==> src/design/cht_pkg.sv <==
// ----------------------------------------------------------------------------
// cht_pkg - shared types and constants of the chained hash table
// Pool and bucket sizes, field widths, result codes and request/result structs.
// ----------------------------------------------------------------------------
package cht_pkg;

	localparam int MAX_BUCKETS = 64;
	localparam int NODE_POOL   = 256;

	localparam int KEY_W  = 31;
	localparam int BKT_W  = $clog2(MAX_BUCKETS);
	localparam int DIV_W  = $clog2(MAX_BUCKETS + 1);
	localparam int NODE_W = $clog2(NODE_POOL);
	localparam int LINK_W = $clog2(NODE_POOL + 1);
	localparam int CNT_W  = $clog2(NODE_POOL + 1);
	localparam int POS_W  = 8;
	localparam int CFG_W  = 7;
	localparam int NREC_W = KEY_W + LINK_W;

	localparam logic [LINK_W-1:0] EMPTY_MARK    = LINK_W'(NODE_POOL);
	localparam logic [CFG_W-1:0]  BUCKETS_RESET = CFG_W'(7);

	typedef enum logic [0:0] {
		OP_INSERT = 1'b0,
		OP_SEARCH = 1'b1
	} op_t;

	typedef enum logic [1:0] {
		ST_INSERTED  = 2'd0,
		ST_FOUND     = 2'd1,
		ST_NOT_FOUND = 2'd2,
		ST_POOL_FULL = 2'd3
	} status_t;

	typedef struct packed {
		op_t              operation;
		logic [KEY_W-1:0] key;
	} cht_req_t;

	typedef struct packed {
		status_t          status;
		logic [BKT_W-1:0] bucket;
		logic [POS_W-1:0] chain_position;
	} cht_rsp_t;

endpackage

==> src/design/cht_div.sv <==
// ----------------------------------------------------------------------------
// cht_div - bit-serial modulo unit
// Restoring remainder of the key by the bucket count, one key bit per cycle.
// ----------------------------------------------------------------------------
module cht_div import cht_pkg::*; (
	input  logic             clk,
	input  logic             arst_n,
	input  logic             start,
	input  logic [KEY_W-1:0] dividend,
	input  logic [DIV_W-1:0] divisor,
	output logic             done,
	output logic [BKT_W-1:0] remainder
);

	localparam int STEP_W = $clog2(KEY_W);

	logic              busy_q;
	logic              done_q;
	logic [STEP_W-1:0] step_q;
	logic [KEY_W-1:0]  dvd_q;
	logic [BKT_W-1:0]  rem_q;
	logic [DIV_W-1:0]  divisor_q;
	logic [DIV_W-1:0]  trial;

	// shift in the next key bit; remainder stays below the divisor
	assign trial = {rem_q, dvd_q[KEY_W-1]};

	always_ff @(posedge clk or negedge arst_n) begin
		if (!arst_n) begin
			busy_q <= 1'b0;
			done_q <= 1'b0;
			step_q <= '0;
		end else begin
			done_q <= 1'b0;
			if (start) begin
				busy_q <= 1'b1;
				step_q <= '0;
			end else if (busy_q) begin
				step_q <= step_q + STEP_W'(1);
				if (step_q == STEP_W'(KEY_W - 1)) begin
					busy_q <= 1'b0;
					done_q <= 1'b1;
				end
			end
		end
	end

	always_ff @(posedge clk) begin
		if (start) begin
			dvd_q     <= dividend;
			rem_q     <= '0;
			divisor_q <= divisor;
		end else if (busy_q) begin
			dvd_q <= {dvd_q[KEY_W-2:0], 1'b0};
			if (trial >= divisor_q) begin
				rem_q <= BKT_W'(trial - divisor_q);
			end else begin
				rem_q <= BKT_W'(trial);
			end
		end
	end

	assign done      = done_q;
	assign remainder = rem_q;

endmodule

==> config.mk <==
export PLATFORM = sky130hd
export DESIGN_NAME = cht_div
export DESIGN_NICKNAME = d
export VERILOG_FILES = /design/src/design/cht_pkg.sv /design/src/design/cht_div.sv
export SDC_FILE = /design/constraint.sdc
export NUM_CORES = 1
export LEC_CHECK = 0
export ABC_AREA = 1
export BUFFER_PORTS_ARGS = -buffer_cell sky130_fd_sc_hd__buf_4
export CELL_PAD_IN_SITES_DETAIL_PLACEMENT = 1
export CELL_PAD_IN_SITES_GLOBAL_PLACEMENT = 1
export CORE_MARGIN = 5
export CORE_UTILIZATION = 41
export DETAILED_ROUTE_END_ITERATION = 7
export MAX_ROUTING_LAYER = met4
export PLACE_DENSITY = 0.84
export SYNTH_ARGS = -nofsm -noshare
export SYNTH_HDL_FRONTEND = slang
export SYNTH_SLANG_ARGS = --single-unit
==> constraint.sdc <==
create_clock -name clk -period 2.1 [get_ports clk]
set_clock_uncertainty 0.1 [all_clocks]
set_input_delay 0.21 -clock clk [delete_from_list [all_inputs] [get_ports clk]]
set_output_delay 0.21 -clock clk [all_outputs]
set_load 0.01 [all_outputs]
After elaboration in Yosys (flattened, before gate mapping)
Cells that the tools add are included.
Storage, ports and cells
  bits in registers: 51
  word-level logic and storage cells: 22
Cells by class
  equality and inequality tests: 1
  magnitude comparators: 1
  reduce and logical (&&, ||, !) cells: 1
  multiplexer cells: 11
  $add $sub $neg: 2
Operators with widths (number)
  2-to-1 mux 31 bit: 2
  2-to-1 mux 5 bit: 2
  greater-or-equal comparator 7 bit: 1
  2-to-1 mux 1 bit: 6
  2-to-1 mux 6 bit: 1
  subtractor 6 bit: 1
  adder 5 x 1 -> 5 bit (second input constant): 1
  equality test 5 bit (second input constant): 1
  nonzero test 2 bit: 1

Logic depth before layout (Yosys ltp)
  word-level depth: 4
  depth in mapped cells: 11
  depth with buffers taken out: 11

Least setup slack after synthesis
OpenSTA, ideal clock, no wires.
  path kind: register to register
  from: register divisor_q[0]
  to: register rem_q[4], in the netlist remainder[4]
  stages on the path, launching flop included: 10
  required time: 1846 ps
  data arrival time: 1434 ps
  setup slack: 412 ps
  library setup time: 154 ps
  buffers on the path: 0
  path through: edfxtp_1 -> ha_1 -> fa_1 -> nand3b_1 -> nand3_1 -> nand2_1 -> nand2_1 -> nand2_1 -> nand3_1 -> o21ai_1
On the way
  longest elaborated chain between the ends: 2
RTL lines
  start: declaration: line cht_div.sv:22  | logic [DIV_W-1:0] divisor_q;
  start signal: assignment: line cht_div.sv:52  | divisor_q <= divisor;
  subtractor 6 bit or greater-or-equal comparator 7 bit (tied branches): line cht_div.sv:56, cht_div.sv:55
  2-to-1 mux 6 bit *: line cht_div.sv:55  | if (trial >= divisor_q) begin
  end signal: assignment: line cht_div.sv:56  | rem_q <= BKT_W'(trial - divisor_q);
  end signal: assignment: line cht_div.sv:58  | rem_q <= BKT_W'(trial);
  end: declaration: line cht_div.sv:21  | logic [BKT_W-1:0] rem_q;
Mark *: on every way between the ends. The rest lies on a longest branch, timed or not.
A chain may end at the register's enable or synchronous reset.

Final worst setup path
Same ends and word-level chain as after synthesis.

==> summary.txt <==
STA
  • Setup TNS: 0 ns
  • Fin crit period: 1.89 ns
  • F_max: 529 MHz
  • Max Slew Vio Count: 0
  • Worst relative slew slack: 0.670
  • Tcrit/Tclk final: 0.901
  • RSZ-0062 raised after global routing: false
  • Final Hold Fails: 0
  • Setup violators final: 0
  • Worst slew pin tran: 0.493 ns

Logic synthesis
  • Synth area leaders: edfxtp_1 (46%), nand2_1 (19%), dfrtp_1 (7.0%)
  • Yosys cell types: 27
  • Register area share after synthesis: 0.573
  • Mapped Area: 0.00251 mm^2
  • Synth Register Bits: 51
  • Synthesized net count: 330
  • Syn. warnings: 0
  • Leading area contributor after synthesis: edfxtp_1
  • Synthesized area per cell: 9.01 um^2
  • Cell count after synthesis: 278
  • Synth top area share: 0.455

Placement
  • Number of buffers added on ports: 47
  • Placer Congestion: 0.831
  • Placed cell count: 396
  • Dpl hpwl: 4300 um

Critical path
  • CP Launch Type: flop
  • CP Capture Type: flop
  • Worst EP required: 2.18 ns
  • Kind of critical path: flop to flop
  • Max Fanout on Critical Path: 2
  • WP data arrival: 1.98 ns

Floorplanning
  • Core outline area: 0.00592 mm^2
  • Cell row count: 28
  • Die Ht: 88.2 um
  • Initial cell density of the core: 0.423
  • Width of the die: 88.2 um
  • Ports: 48
  • Die Footprint: 0.00778 mm^2

Cells and area
  • Layout cells sized above 1: 0.193
  • Area Growth Syn to Fin: 26.6%
  • N_diodes: 0
  • # nets final: 388
  • Fin cells: 412

Global route
  • Gr usage total: 0.170
  • Largest net degree at the start of global routing: 35
  • Grt total ovfl: 0
  • Global-route wire length before repair: 9820 um
  • Vias in the first global route: 2211
  • Initial antenna violation count: 0

Detailed routing
  • DRT iter0 DRCs: 91
  • Post-DRT Antenna Nets: 0
  • Vias: 2015
  • # DRC: 0
  • Routed WL per cell: 14.4 um
  • Pre-antenna DRT Iters: 4
  • Wirelength, routed: 5930 um
  • Via density: 4.89

Clock network
  • H-tree Lvls: 2
  • Clock sinks: 51
  • CTS root buf: clkbuf_8
  • Setup Fix Bufs, Post-CTS: 0
  • CTS Buf Count: 5
  • CTS tree: built
  • CTS-repair resized insts: 0
  • Reg clk slew, reported paths: 0.09 ns
  • Cts-stage hold buffer count: 8
  • Clock latency on the worst-skew pair: 0.30 ns
  • Clock Tree Buf Depth: 2

Power and ir drop
  • IR drop worst, VDD: 0.000367 V
  • Pwr Total: 3.07 mW
  • Lkg Pwr: 1.57 nW
  • PwrDens: 969 mW/mm^2

Min path
  • HP Class: input port to flop

Run
  • Max-cap violations: 0

Status
  • Status: finished, final reports clean
[sequential cells by signal, indices dropped and copies added, names as in the netlist]
name,flops
busy_q,1
remainder,6
step_q,5
done,1
dvd_q,31
divisor_q,7
[Yosys cell counts (all sizes together)]
| master | number |
|---|---|
| nor3 | 1 |
| clkbuf | 5 |
| buf | 2 |
| ha | 10 |
| nor2 | 9 |
| o21ai | 8 |
| edfxtp | 38 |
| nand2 | 128 |
| o31ai | 1 |
| clkinv | 1 |
| xor2 | 1 |
| dfrtp | 7 |
| or2 | 1 |
| dfxtp | 6 |
| nand4 | 4 |
| a21oi | 3 |
| inv | 31 |
| nand3 | 20 |
| fa | 1 |
| nand3b | 1 |
[cell usage in the layout, fill, tap and decap left out, types with 4 or more instances in the layout]
cell,netlist,final
buf_4,0,49
clkbuf_8,0,5
dfrtp_1,7,7
dfxtp_1,6,6
dlygate4sd3_1,0,8
edfxtp_1,38,38
ha_1,10,10
inv_1,31,31
nand2_1,126,126
nand3_1,17,17
nand4_1,4,4
nor2_1,7,7
o21ai_1,5,5
[worst paths after layout]
path	from	to	slack, ns	cells after the start
max	divisor_q[0]	remainder[4]	0.21	9
min	dividend[0]	dvd_q[0]	0.07	3
max reg2reg	divisor_q[0]	remainder[4]	0.21	9
min reg2reg	step_q[4]	step_q[4]	0.38	1
max in group asynchronous	arst_n	step_q[1]	1.62	2
min in group asynchronous	arst_n	step_q[4]	0.16	2
[power by group]
group / leakage, nW / internal (mW) / switching (mW)
clock: 0.0654 / 0.476 / 0.317
sequential: 0.549 / 1.21 / 0.0792
combinational: 0.958 / 0.404 / 0.582
total: 1.57 / 2.10 / 0.978
[routing by layer]
layer | global-route usage | part of all wire
met5 | - | 0
met4 | 0.0426 | 0.011
met3 | 0.0310 | 0.037
met2 | 0.311 | 0.55
met1 | 0.190 | 0.41
[cell type report]
cell class | count | area, um^2
multi-input combinational | 188 | 922
fill | 698 | 2750
clock inverter | 2 | 60.1
sequential | 51 | 1440
inverter | 32 | 120
clock buffer | 6 | 72.6
timing repair buffer | 58 | 468
tap | 75 | 93.8
[through the flow]
stage	hold slack, ns	utilization	worst slack, ns	instance area [um^2]
CTS	0.0571	0.536	0.209	3170
global placement	-0.0737	0.500	0.369	2960
floorplan	-0.186	-	0.412	2510
detailed placement	-0.0735	0.500	0.214	2960
global route	0.0648	0.536	0.0959	3170
finish	0.0675	0.536	0.208	3170
[cell families (layout without fill, tap and decap cells)]
group	after synthesis	after routing	share of synthesized area
AOI/OAI and AO/OA	12	12	0.0250
xor gates and xnor gates	1	1	0.00350
adders and majority gates	11	11	0.0579
buffers and inverters	39	98	0.0589
DFF	51	51	0.573
and+or+nand+nor	164	164	0.282
[critical path: stages (launching register included)]
cell and delay, ns:
edfxtp_1 0.42, ha_1 0.22, fa_1 0.39, nand3b_1 0.19
nand3_1 0.11, nand2_1 0.07, nand2_1 0.06, nand2_1 0.06
nand3_1 0.08, o21ai_1 0.07
Note: power is estimated with default switching activity, not from simulation.
